[config.mk]
export PLATFORM = sky130hd
export DESIGN_NAME = masked_byte_pattern_search_unit_flat
export DESIGN_NICKNAME = d
export VERILOG_FILES = /design/src/design/mbps_pkg.sv /design/src/design/mbps_if.sv /design/src/design/mbps_cfg.sv /design/src/design/mbps_match.sv /design/src/design/masked_byte_pattern_search_unit.sv /design/src/flat_wrapper.sv
export VERILOG_INCLUDE_DIRS = /design/src /design/src/design
export SDC_FILE = /design/constraint.sdc
export NUM_CORES = 1
export LEC_CHECK = 0
export BUFFER_PORTS_ARGS = -buffer_cell sky130_fd_sc_hd__buf_2
export CAP_MARGIN = 20
export CORE_MARGIN = 1.5
export CORE_UTILIZATION = 50
export CTS_CLUSTER_SIZE = 14
export DETAILED_ROUTE_END_ITERATION = 7
export GPL_TIMING_DRIVEN = 1
export PLACE_DENSITY_LB_ADDON = 0.25
export SYNTH_ARGS = -nofsm -noshare
export SYNTH_HDL_FRONTEND = slang
export SYNTH_HIERARCHICAL = 1
export SYNTH_SLANG_ARGS = --single-unit
[constraint.sdc]
create_clock -name clk -period 8.37 [get_ports clk]
set_input_delay 1.674 -clock clk [delete_from_list [all_inputs] [get_ports clk]]
set_output_delay 1.674 -clock clk [all_outputs]
set_load 0.02 [all_outputs]
[src/design/masked_byte_pattern_search_unit_assert.svh]
// ----------------------------------------------------------------------------
// Assertion macros for the masked byte pattern search unit
// Clocked property checks that compile away when ASSERT_OFF is defined.
// ----------------------------------------------------------------------------
`ifndef MASKED_BYTE_PATTERN_SEARCH_UNIT_ASSERT_SVH
`define MASKED_BYTE_PATTERN_SEARCH_UNIT_ASSERT_SVH

`ifndef ASSERT_OFF

// checked only out of reset
`define MBPS_ASSERT(label, clk, rst_n, prop) \
	label: assert property (@(posedge clk) disable iff (!rst_n) prop) \
		else $error("mbps assertion failed");

// checked at every edge, reset included
`define MBPS_ASSERT_ALWAYS(label, clk, prop) \
	label: assert property (@(posedge clk) prop) \
		else $error("mbps assertion failed");

`else

`define MBPS_ASSERT(label, clk, rst_n, prop)
`define MBPS_ASSERT_ALWAYS(label, clk, prop)

`endif

`endif

[src/design/mbps_pkg.sv]
// ----------------------------------------------------------------------------
// mbps_pkg
// Shared constants, types and helpers of the masked byte pattern search unit.
// ----------------------------------------------------------------------------
package mbps_pkg;

	localparam int MAX_SIGNATURE = 16;
	localparam int OFFSET_BITS   = 32;
	localparam int BYTE_W        = 8;
	localparam int LEN_W         = 5;
	localparam int WIN_IDX_W     = (MAX_SIGNATURE > 1) ? $clog2(MAX_SIGNATURE) : 1;
	localparam int CFG_DATA_W    = 64;
	localparam int CFG_INDEX_W   = 2;
	localparam int CARE_W        = 16;

	localparam logic [CFG_INDEX_W-1:0] REG_SIG_LOW  = 2'd0;
	localparam logic [CFG_INDEX_W-1:0] REG_SIG_HIGH = 2'd1;
	localparam logic [CFG_INDEX_W-1:0] REG_CARE     = 2'd2;
	localparam logic [CFG_INDEX_W-1:0] REG_LENGTH   = 2'd3;

	localparam logic [CARE_W-1:0] CARE_RESET   = '1;
	localparam logic [LEN_W-1:0]  LENGTH_RESET = 5'd1;

	typedef logic [BYTE_W-1:0]      byte_t;
	typedef logic [OFFSET_BITS-1:0] offset_t;
	typedef byte_t [MAX_SIGNATURE-1:0] window_t;

	localparam offset_t COUNT_MAX = '1;

	typedef struct packed {
		logic [CFG_DATA_W-1:0] sig_low;
		logic [CFG_DATA_W-1:0] sig_high;
		logic [CARE_W-1:0]     care;
		logic [LEN_W-1:0]      length;
	} cfg_t;

	typedef struct packed {
		logic    hit;
		offset_t offset;
	} match_t;

	function automatic logic [LEN_W-1:0] clamp_length(input logic [LEN_W-1:0] len);
		logic [LEN_W-1:0] res;
		res = len;
		if (res == '0)
			res = LEN_W'(1);
		if (res > LEN_W'(MAX_SIGNATURE))
			res = LEN_W'(MAX_SIGNATURE);
		return res;
	endfunction

endpackage

[src/design/mbps_if.sv]
// ----------------------------------------------------------------------------
// mbps channel interfaces
// Valid/ready channels for byte input and search results.
// ----------------------------------------------------------------------------
interface mbps_in_if;
	logic              valid;
	logic              ready;
	mbps_pkg::byte_t   data_byte;
	logic              end_of_region;

	modport source (output valid, output data_byte, output end_of_region, input ready);
	modport sink   (input valid, input data_byte, input end_of_region, output ready);
endinterface

interface mbps_out_if;
	logic              valid;
	logic              ready;
	logic              found;
	mbps_pkg::offset_t match_offset;

	modport source (output valid, output found, output match_offset, input ready);
	modport sink   (input valid, input found, input match_offset, output ready);
endinterface

[src/design/mbps_cfg.sv]
// ----------------------------------------------------------------------------
// mbps_cfg
// Configuration register file: signature, care mask and signature length.
// ----------------------------------------------------------------------------
module mbps_cfg (
	input  logic                                clk,
	input  logic                                arst_n,
	input  logic                                cfg_we,
	input  logic [mbps_pkg::CFG_INDEX_W-1:0]    cfg_index,
	input  logic [mbps_pkg::CFG_DATA_W-1:0]     cfg_data,
	output mbps_pkg::cfg_t                      cfg
);

	mbps_pkg::cfg_t cfg_q;

	always_ff @(posedge clk or negedge arst_n) begin
		if (!arst_n) begin
			cfg_q.sig_low  <= '0;
			cfg_q.sig_high <= '0;
			cfg_q.care     <= mbps_pkg::CARE_RESET;
			cfg_q.length   <= mbps_pkg::LENGTH_RESET;
		end else if (cfg_we) begin
			case (cfg_index)
				mbps_pkg::REG_SIG_LOW: begin
					cfg_q.sig_low <= cfg_data;
				end
				mbps_pkg::REG_SIG_HIGH: begin
					cfg_q.sig_high <= cfg_data;
				end
				mbps_pkg::REG_CARE: begin
					cfg_q.care <= cfg_data[mbps_pkg::CARE_W-1:0];
				end
				mbps_pkg::REG_LENGTH: begin
					cfg_q.length <= cfg_data[mbps_pkg::LEN_W-1:0];
				end
				default: begin
				end
			endcase
		end
	end

	assign cfg = cfg_q;

endmodule

[src/design/mbps_match.sv]
// ----------------------------------------------------------------------------
// mbps_match
// Masked compare of the updated byte window against the signature.
// ----------------------------------------------------------------------------
module mbps_match (
	input  mbps_pkg::cfg_t    cfg,
	input  mbps_pkg::window_t window,
	input  mbps_pkg::offset_t count,
	output mbps_pkg::match_t  result
);

	logic [mbps_pkg::LEN_W-1:0]  len;
	logic [mbps_pkg::LEN_W-1:0]  pos;
	logic [2*mbps_pkg::CFG_DATA_W-1:0] sig;
	logic                        miss;
	mbps_pkg::offset_t           len_ext;

	always_comb begin
		len     = mbps_pkg::clamp_length(cfg.length);
		len_ext = mbps_pkg::OFFSET_BITS'(len);
		sig     = {cfg.sig_high, cfg.sig_low};
		miss    = 1'b0;
		pos     = '0;
		// signature byte k lines up with window entry len-1-k (entry 0 newest)
		for (int k = 0; k < mbps_pkg::MAX_SIGNATURE; k++) begin
			pos = len - mbps_pkg::LEN_W'(k) - mbps_pkg::LEN_W'(1);
			if ((mbps_pkg::LEN_W'(k) < len) && cfg.care[k] &&
				(window[pos[mbps_pkg::WIN_IDX_W-1:0]] != sig[k*mbps_pkg::BYTE_W +: mbps_pkg::BYTE_W]))
				miss = 1'b1;
		end
		result.hit    = (count >= len_ext) && !miss;
		result.offset = count - len_ext;
	end

endmodule

[src/design/masked_byte_pattern_search_unit.sv]
// ----------------------------------------------------------------------------
// masked_byte_pattern_search_unit
// Scans a byte stream for a wildcard signature; one result per match or
// per unmatched region.
// ----------------------------------------------------------------------------
//  channel  | dir | payload                         | transaction
//  ---------+-----+---------------------------------+---------------------------
//  in_ch    | in  | data_byte, end_of_region        | one region byte
//  out_ch   | out | found, match_offset             | zero or one per byte
//  cfg_*    | in  | cfg_index, cfg_data             | one register write
//
//  One byte per cycle sustained while no result is stalled; a byte passes the
//  input register, then the window update plus masked compare into the result
//  register. Reset clears the window, byte count, match flag and loads the
//  register defaults. A stalled result holds the pipe; the input register
//  still takes one byte while the result waits.
// ----------------------------------------------------------------------------
`include "masked_byte_pattern_search_unit_assert.svh"

module masked_byte_pattern_search_unit (
	input  logic                             clk,
	input  logic                             arst_n,
	mbps_in_if.sink                          in_ch,
	mbps_out_if.source                       out_ch,
	input  logic                             cfg_we,
	input  logic [mbps_pkg::CFG_INDEX_W-1:0] cfg_index,
	input  logic [mbps_pkg::CFG_DATA_W-1:0]  cfg_data
);

	mbps_pkg::cfg_t    cfg;
	mbps_pkg::match_t  match;

	logic              valid_s1;
	mbps_pkg::byte_t   data_s1;
	logic              eor_s1;

	mbps_pkg::window_t window_q;
	mbps_pkg::window_t win_next;
	mbps_pkg::offset_t count_q;
	mbps_pkg::offset_t count_next;
	logic              reported_q;

	logic              out_valid_q;
	logic              found_q;
	mbps_pkg::offset_t offset_q;

	logic              accept;
	logic              advance;
	logic              emit;

	mbps_cfg u_cfg (
		.clk       (clk),
		.arst_n    (arst_n),
		.cfg_we    (cfg_we),
		.cfg_index (cfg_index),
		.cfg_data  (cfg_data),
		.cfg       (cfg)
	);

	always_comb begin
		win_next[0] = data_s1;
		for (int i = 1; i < mbps_pkg::MAX_SIGNATURE; i++)
			win_next[i] = window_q[i-1];
		count_next = (count_q == mbps_pkg::COUNT_MAX) ? count_q : count_q + 1'b1;
	end

	mbps_match u_match (
		.cfg    (cfg),
		.window (win_next),
		.count  (count_next),
		.result (match)
	);

	assign advance      = valid_s1 && (!out_valid_q || out_ch.ready);
	assign in_ch.ready  = !valid_s1 || advance;
	assign accept       = in_ch.valid && in_ch.ready;
	assign emit         = !reported_q && (match.hit || eor_s1);

	always_ff @(posedge clk or negedge arst_n) begin
		if (!arst_n) begin
			valid_s1 <= 1'b0;
		end else if (accept) begin
			valid_s1 <= 1'b1;
		end else if (advance) begin
			valid_s1 <= 1'b0;
		end
	end

	always_ff @(posedge clk) begin
		if (accept) begin
			data_s1 <= in_ch.data_byte;
			eor_s1  <= in_ch.end_of_region;
		end
	end

	always_ff @(posedge clk or negedge arst_n) begin
		if (!arst_n) begin
			window_q   <= '0;
			count_q    <= '0;
			reported_q <= 1'b0;
		end else if (advance) begin
			if (eor_s1) begin
				window_q   <= '0;
				count_q    <= '0;
				reported_q <= 1'b0;
			end else if (!reported_q) begin
				window_q <= win_next;
				count_q  <= count_next;
				if (match.hit)
					reported_q <= 1'b1;
			end
		end
	end

	always_ff @(posedge clk or negedge arst_n) begin
		if (!arst_n) begin
			out_valid_q <= 1'b0;
		end else if (advance && emit) begin
			out_valid_q <= 1'b1;
		end else if (out_ch.ready) begin
			out_valid_q <= 1'b0;
		end
	end

	always_ff @(posedge clk) begin
		if (advance && emit) begin
			found_q  <= match.hit;
			offset_q <= match.hit ? match.offset : '0;
		end
	end

	assign out_ch.valid        = out_valid_q;
	assign out_ch.found        = found_q;
	assign out_ch.match_offset = offset_q;

	`MBPS_ASSERT(a_no_emit_after_report, clk, arst_n, (advance && reported_q) |-> !emit)
	`MBPS_ASSERT(a_miss_only_at_end, clk, arst_n, (advance && emit && !match.hit) |-> eor_s1)
	`MBPS_ASSERT(a_rearm_at_end, clk, arst_n, (advance && eor_s1) |=> (!reported_q && (count_q == '0)))
	`MBPS_ASSERT(a_hit_sets_flag, clk, arst_n, (advance && emit && match.hit && !eor_s1) |=> reported_q)
	`MBPS_ASSERT_ALWAYS(a_quiet_in_reset, clk, !arst_n |=> (!out_valid_q && !valid_s1))

endmodule
[src/flat_wrapper.sv]
// flat-port wrapper written by rule: the top's interface ports become plain ports
module masked_byte_pattern_search_unit_flat 
  (clk, arst_n, cfg_we, cfg_index, cfg_data, in_ch_valid, in_ch_data_byte, in_ch_end_of_region, in_ch_ready, out_ch_valid, out_ch_found, out_ch_match_offset, out_ch_ready);
  mbps_in_if in_ch_i ();
  mbps_out_if out_ch_i ();
  input  logic clk;
  input  logic arst_n;
  input  logic cfg_we;
  input  logic [mbps_pkg::CFG_INDEX_W-1:0] cfg_index;
  input  logic [mbps_pkg::CFG_DATA_W-1:0] cfg_data;
  input wire logic [$bits(in_ch_i.valid)-1:0] in_ch_valid;
  input wire logic [$bits(in_ch_i.data_byte)-1:0] in_ch_data_byte;
  input wire logic [$bits(in_ch_i.end_of_region)-1:0] in_ch_end_of_region;
  output wire logic [$bits(in_ch_i.ready)-1:0] in_ch_ready;
  output wire logic [$bits(out_ch_i.valid)-1:0] out_ch_valid;
  output wire logic [$bits(out_ch_i.found)-1:0] out_ch_found;
  output wire logic [$bits(out_ch_i.match_offset)-1:0] out_ch_match_offset;
  input wire logic [$bits(out_ch_i.ready)-1:0] out_ch_ready;
  assign in_ch_i.valid = in_ch_valid;
  assign in_ch_i.data_byte = in_ch_data_byte;
  assign in_ch_i.end_of_region = in_ch_end_of_region;
  assign in_ch_ready = in_ch_i.ready;
  assign out_ch_valid = out_ch_i.valid;
  assign out_ch_found = out_ch_i.found;
  assign out_ch_match_offset = out_ch_i.match_offset;
  assign out_ch_i.ready = out_ch_ready;
  masked_byte_pattern_search_unit u_core (.clk(clk), .arst_n(arst_n), .in_ch(in_ch_i), .out_ch(out_ch_i), .cfg_we(cfg_we), .cfg_index(cfg_index), .cfg_data(cfg_data));
endmodule
=== After elaboration in Yosys (flattened, before gate mapping) ===
Cells that the tools add are included.

* Equality and inequality tests: 21
* Reductions and logical operators: 53
* Mux-type cells: 62
* Add/subtract/negate cells: 32
* Order comparisons: 34

{| class="wikitable"
|+ Operators with widths
! kind !! number
|-
| 8-bit binary-select mux with 4-bit select || 16
|-
| 120-bit two-way mux || 2
|-
| 8-bit two-way mux || 16
|-
| 8-bit != test || 16
|-
| 32-bit two-way mux || 3
|-
| 4-bit by 5-bit less-than comparator with 1-bit output, second input constant || 16
|-
| 4-bit by 1-bit subtractor with 4-bit output, second input constant || 16
|-
| 4-bit by 5-bit less-than comparator with 1-bit output, first input constant || 8
|-
| 1-bit logical AND || 37
|-
| 32-bit by 1-bit adder with 32-bit output, second input constant || 1
|-
| 32-bit == test, second input constant || 1
|-
| 32-bit by 5-bit greater-or-equal comparator with 1-bit output || 1
|-
| 32-bit by 5-bit subtractor with 32-bit output || 1
|-
| 4-bit subtractor, second input constant || 8
|-
| 1-bit two-way mux || 23
|-
| 3-bit by 5-bit less-than comparator with 1-bit output, first input constant || 4
|-
| 4-bit by 3-bit subtractor with 4-bit output, second input constant || 4
|-
| 1-bit by 5-bit less-than comparator with 1-bit output, first input constant || 2
|-
| 2-bit by 5-bit less-than comparator with 1-bit output, first input constant || 2
|-
| 5-bit two-way mux || 2
|-
| 2-bit AND reduction || 5
|-
| 4-bit by 2-bit subtractor with 4-bit output, second input constant || 2
|-
| 5-bit greater-than comparator, second input constant || 1
|-
| 5-bit zero test || 1
|-
| other kinds (7) || 14
|}

* Output and inout port bits: 35
* Input port bits: 80
* Register bits: 346
* Logic and storage cells: 229

=== Longest topological paths before layout ===
* Word-level depth: 31
* Gate-level depth with buffers: 23

=== Modules after synthesis ===
The synthesis kept the hierarchy.

{| class="wikitable"
|+ Modules (own cells, without submodules)
! module !! cells an instance !! times used !! area each (µm²)
|-
| mbps_match || 1,058 || 1 || 9,260.1
|-
| masked_byte_pattern_search_unit || 632 || 1 || 8,134.1
|-
| mbps_cfg || 317 || 1 || 5,635.4
|}

=== Worst setup path after synthesis ===
OpenSTA, ideal clock, no wires.

* Path kind: register to register
* Start point: reg u_core.u_cfg.cfg_q, in the netlist u_core/u_cfg/cfg[3]
* End point: reg u_core.found_q (netlist: u_core/out_ch.found), enable pin
* Library setup time: 0.464 ns
* Setup slack: 1.238 ns
* Clock period less this slack: 7.132 ns
* Stages on the path, launching flop included: 22
* Data arrival time: 6.667 ns
* Cells stage by stage: dfrtp_1 -> buf_4 -> nor3_2 -> o21ai_2 -> buf_6 -> inv_2 -> buf_6 -> buf_2 -> buf_1 -> ha_1 -> buf_1 -> clkbuf_1 -> mux4_2 -> mux4_2 -> xor2_1 -> nor4_1 -> nand2_1 -> a31oi_1 -> nand4_1 -> nor4_2 -> nor2_1 -> nor3_1

{| class="wikitable"
|+ RTL lines
! element !! line !! source
|-
| from (decl) || mbps_cfg.sv:14 || <nowiki>mbps_pkg::cfg_t cfg_q;</nowiki>
|-
| to (signal assigned) || masked_byte_pattern_search_unit.sv:127 || <nowiki>found_q <= match.hit;</nowiki>
|-
| to (decl) || masked_byte_pattern_search_unit.sv:44 || <nowiki>logic found_q;</nowiki>
|}

==> results.txt <==
The largest net degree at the start of global routing came out at 179. The detailed route wirelength on metal3 came out at 7100 microns. The required time at the endpoint of the critical path came out at 8.59 ns. The primary flip-flop cell chosen by synthesis mapping is sky130_fd_sc_hd__dfrtp_1. The placed instances occupy a cell area of 23900 sq um. The clock-pin slew on the worst setup and hold paths came out at 0.06 ns. The synthesized instance count is 2007. The average wire length per cell after detail routing came out at 27.5 microns. The depth of the CTS H-tree came out at 2. The setup TNS came out at 0 ns. The number of buffers between clock root and the deepest sink is 3.

Power spread over the standard cell area amounts to 254 nW/um^2. The global-route wire length before repair came out at 111000 microns. A synthesized cell averages 11.5 sq um. The data arrival at the endpoint of the critical path is 7.01 ns. For the pin with the worst max-slew slack, the measured transition is 1.08 ns. The worst vdd rail ir drop came out at 0.242 mV. The number of buffers inserted to repair setup after CTS came out at 0. The synthesized netlist net count came out at 2097. Buffers inserted during clock tree synthesis total 40. The number of synthesized register bits is 346. The sequential standard cell area is 8890 sq um. The final-report setup violation count is 0. The final critical-path required period came out at 6.79 ns. The hold-fix buffer count after cts is 0. Leaving out fill and tap cells, the most frequent cell in the layout is sky130_fd_sc_hd__dfrtp_1. The met2 routed wirelength is 32600 microns.

The leakage power summed over all cells came out at 10.7 nW. The worst path meets setup with 1.58 ns of slack. The share of the core filled with cells came out at 0.556.

Along the worst path, the maximum fanout reaches 69. Clock latency on the worst-skew pair, taken at its later pin, is 0.58 ns. Summed over all layers, the routed wires come to 73500 microns. The parity-gate share of the synthesized area counting xor and xnor cells is 0.0714. The count of yosys warnings during synthesis came out at 6. Clock skew on the completed layout was measured at 0.0319 ns. The mean number of vias per cell is 6.79. The worst setup path is launched from a flop. The core region is 45400 sq um. The share of flip-flops with an asynchronous set or reset after synthesis is 0.879. The global placer's final weighted congestion is 0.990.

The number of sinks handled by clock tree synthesis came out at 346. The total congestion overflow after global routing came out at 0. The first TritonRoute pass finished after 6 iterations. The initial antenna violation count came out at 1. The post-route standard cell area excluding fillers is 25300 sq um. The worst slack at placement came out at 1.72 ns. The clock tree from TritonCTS is yes. The critical path in this run is classified as flop to flop.

The mapped netlist covers 23000 sq um. The number of gates resized after CTS came out at 0. The final hold violation count came out at 0. Across every metal layer, demand over resource in global routing totals 0.311. The library cells used most frequently in the layout, excluding fill and tap cells, are sky130_fd_sc_hd__dfrtp_1 (287), sky130_fd_sc_hd__mux2_2 (147), sky130_fd_sc_hd__mux4_2 (124), sky130_fd_sc_hd__a22o_1 (121), sky130_fd_sc_hd__buf_2 (113).

The overall via count from detail_route is 18200. The total half-perimeter wirelength after legalization and detailed placement came out at 52900 microns. The adder-cell share of the synthesized area came out at 0.00543. The share of the synthesized area in compound gates (AO/OA/AOI/OAI) came out at 0.146. The tree is rooted in a sky130_fd_sc_hd__clkbuf_16. The sort of element at the end of the critical path is a flop. The count of input and output buffers is 114. The number of filler instances in the final layout is 3866. The number of global-route vias before repair is 17200.

The vertical extent of the die came out at 218 microns. Setup repair after global routing left no endpoint under its margin. Yosys mapped a number of flops with a built-in enable equal to 42. The final layout contains 2134 nets. The overall die area is 47400 sq um. The maximum clock frequency is 147 MHz. The number of distinct library cells after synthesis came out at 81. The share of layout cells above drive strength 1 is 0.270. The normalized max-slew margin is 0.277. In the final layout, the multi-input gates occupy 13300 sq um. The remaining routing DRC violations came out at 0. The I/O pin count is 115. After synthesis, the largest family of logic cells by area is multiplexers. The sequential area share after synthesis came out at 0.386.

For this block, the initial DRC count from the detailed router was 2039. The flow ran to the end, and the final reports show no timing, DRC or antenna violations. The tool flagged a number of max-cap violations equal to 0. The simple logic cell fraction of the synthesized area is 0.122. Routed signal wires occupy layers up through met5. The final count of pins violating max slew came out at 0. The fraction of synthesized area in multiplexers came out at 0.227. The horizontal die dimension came out at 218 microns. The area growth from synthesis to layout is 9.65%.

In this run the remaining antenna-violating nets after routing total 0. The starting density of the core is 0.507. The final clock period utilization by the worst path came out at 0.811. The total number of placement rows came out at 78. The detailed-route wire length on metal 1 came out at 30200 microns.

The kind of path behind the tightest hold check is flop to flop.
==> layer usage <==
layer  GRT usage  vias to the layer above
met5           0                        -
met1       0.429                     9183
met3      0.0748                      189
met2       0.465                      960
li1            -                     7848
met4       0.141                        2
==> cells in the mapped netlist, drive strengths merged (11+ instances only) <==
master / count / area (sq um)
clkbuf: 78 / 303
o211ai: 15 / 113
nand2b: 11 / 68.8
buf: 74 / 548
a211o: 60 / 526
nor4: 29 / 209
inv: 33 / 124
nor2b: 17 / 106
nor2: 30 / 113
edfxtp: 42 / 1260
nand4: 44 / 297
o21ai: 37 / 189
dfrtp: 287 / 7180
o22ai: 12 / 75.1
mux2: 152 / 1710
and2: 41 / 259
and3: 76 / 504
a22o: 121 / 1060
or3: 15 / 98.8
xnor2: 82 / 718
nand2: 83 / 312
a21o: 34 / 259
a21oi: 74 / 370
mux4: 127 / 2870
xor2: 105 / 927
a211oi: 33 / 283
a31oi: 17 / 106
mux2i: 64 / 641
nand3: 96 / 485
o22a: 13 / 114
nor3: 24 / 161
dfstp: 17 / 447
==> final timing paths <==
kind | from | endpoint | slack, ns | depth (start not counted)
worst max register to register | u_core/u_cfg/cfg[2]$_DFFE_PN0P_ | u_core/out_ch.match_offset[8]$_SDFFCE_PN0P_ | 1.58 | 18
worst max-delay path | u_core/u_cfg/cfg[2]$_DFFE_PN0P_ | u_core/out_ch.match_offset[8]$_SDFFCE_PN0P_ | 1.58 | 18
worst min-delay path | u_core/count_q[21]$_DFFE_PN0P_ | u_core/count_q[21]$_DFFE_PN0P_ | 0.45 | 1
max in group asynchronous | arst_n | u_core/win_next[101]$_DFFE_PN0P_ | 5.56 | 2
worst min register to register | u_core/count_q[21]$_DFFE_PN0P_ | u_core/count_q[21]$_DFFE_PN0P_ | 0.45 | 1
min in group asynchronous | arst_n | u_core/u_cfg/cfg[29]$_DFFE_PN0P_ | 1.20 | 1
==> metrics by stage <==
step	power [mW]	cells	hold WS, ns
2_1_floorplan	3.82	2007	0.424
3_3_place_gp	4.52	2600	0.437
3_5_place_dp	4.56	2600	0.444
4_1_cts	6.39	2673	0.452
5_1_grt	6.67	2675	0.462
6_report	6.41	2676	0.451
==> flip-flops by register name, summed over array words and instances (netlist names) <==
signal                      count
u_core/valid_s1                 1
u_core/win_next               120
u_core/count_q                 32
u_core/reported_q               1
u_core/data_s1                  8
u_core/out_ch.found             1
u_core/out_ch.match_offset     32
u_core/u_cfg/cfg              149
u_core/eor_s1                   1
u_core/out_ch.valid             1
==> cell type report <==
class | instances | area share
timing repair buffer | 147 | 0.0336
multi-input combinational | 1476 | 0.526
tap | 600 | 0.0297
inverter | 33 | 0.00510
clock inverter | 17 | 0.00946
clock buffer | 56 | 0.0440
sequential | 346 | 0.352
antenna | 1 | 0.0000991
==> worst max-delay path, stage by stage, from the launching register on <==
cell and delay (ns):
sky130_fd_sc_hd__dfrtp_1 0.67, sky130_fd_sc_hd__nor3_2 0.40, sky130_fd_sc_hd__o21ai_4 0.11, sky130_fd_sc_hd__inv_6 0.19, sky130_fd_sc_hd__buf_4 0.70, sky130_fd_sc_hd__buf_4 0.76
sky130_fd_sc_hd__mux4_2 0.63, sky130_fd_sc_hd__mux2i_1 0.21, sky130_fd_sc_hd__mux2i_1 0.12, sky130_fd_sc_hd__xor2_1 0.17, sky130_fd_sc_hd__nor4_1 0.55, sky130_fd_sc_hd__a21oi_1 0.13
sky130_fd_sc_hd__nor4_1 0.28, sky130_fd_sc_hd__nand4_1 0.18, sky130_fd_sc_hd__nor4_4 0.24, sky130_fd_sc_hd__buf_4 0.36, sky130_fd_sc_hd__nor2_1 0.12, sky130_fd_sc_hd__nor3_2 0.12
sky130_fd_sc_hd__buf_4 0.38
==> logic make-up after synthesis <==
logic type	count (synthesis)
XOR/XNOR	187
flip-flops	346
adder cells (fa/ha/maj)	10
AND/OR/NAND/NOR	489
buffers and inverters	185
multiplexers	343
AO/OA/AOI/OAI	447
==> where the power goes <==
group	internal, mW	switching (mW)	total [mW]
logic	1.01	1.46	2.47
clock network	1.09	0.725	1.81
registers	1.90	0.228	2.13
Power figures use the tool's default switching activity.
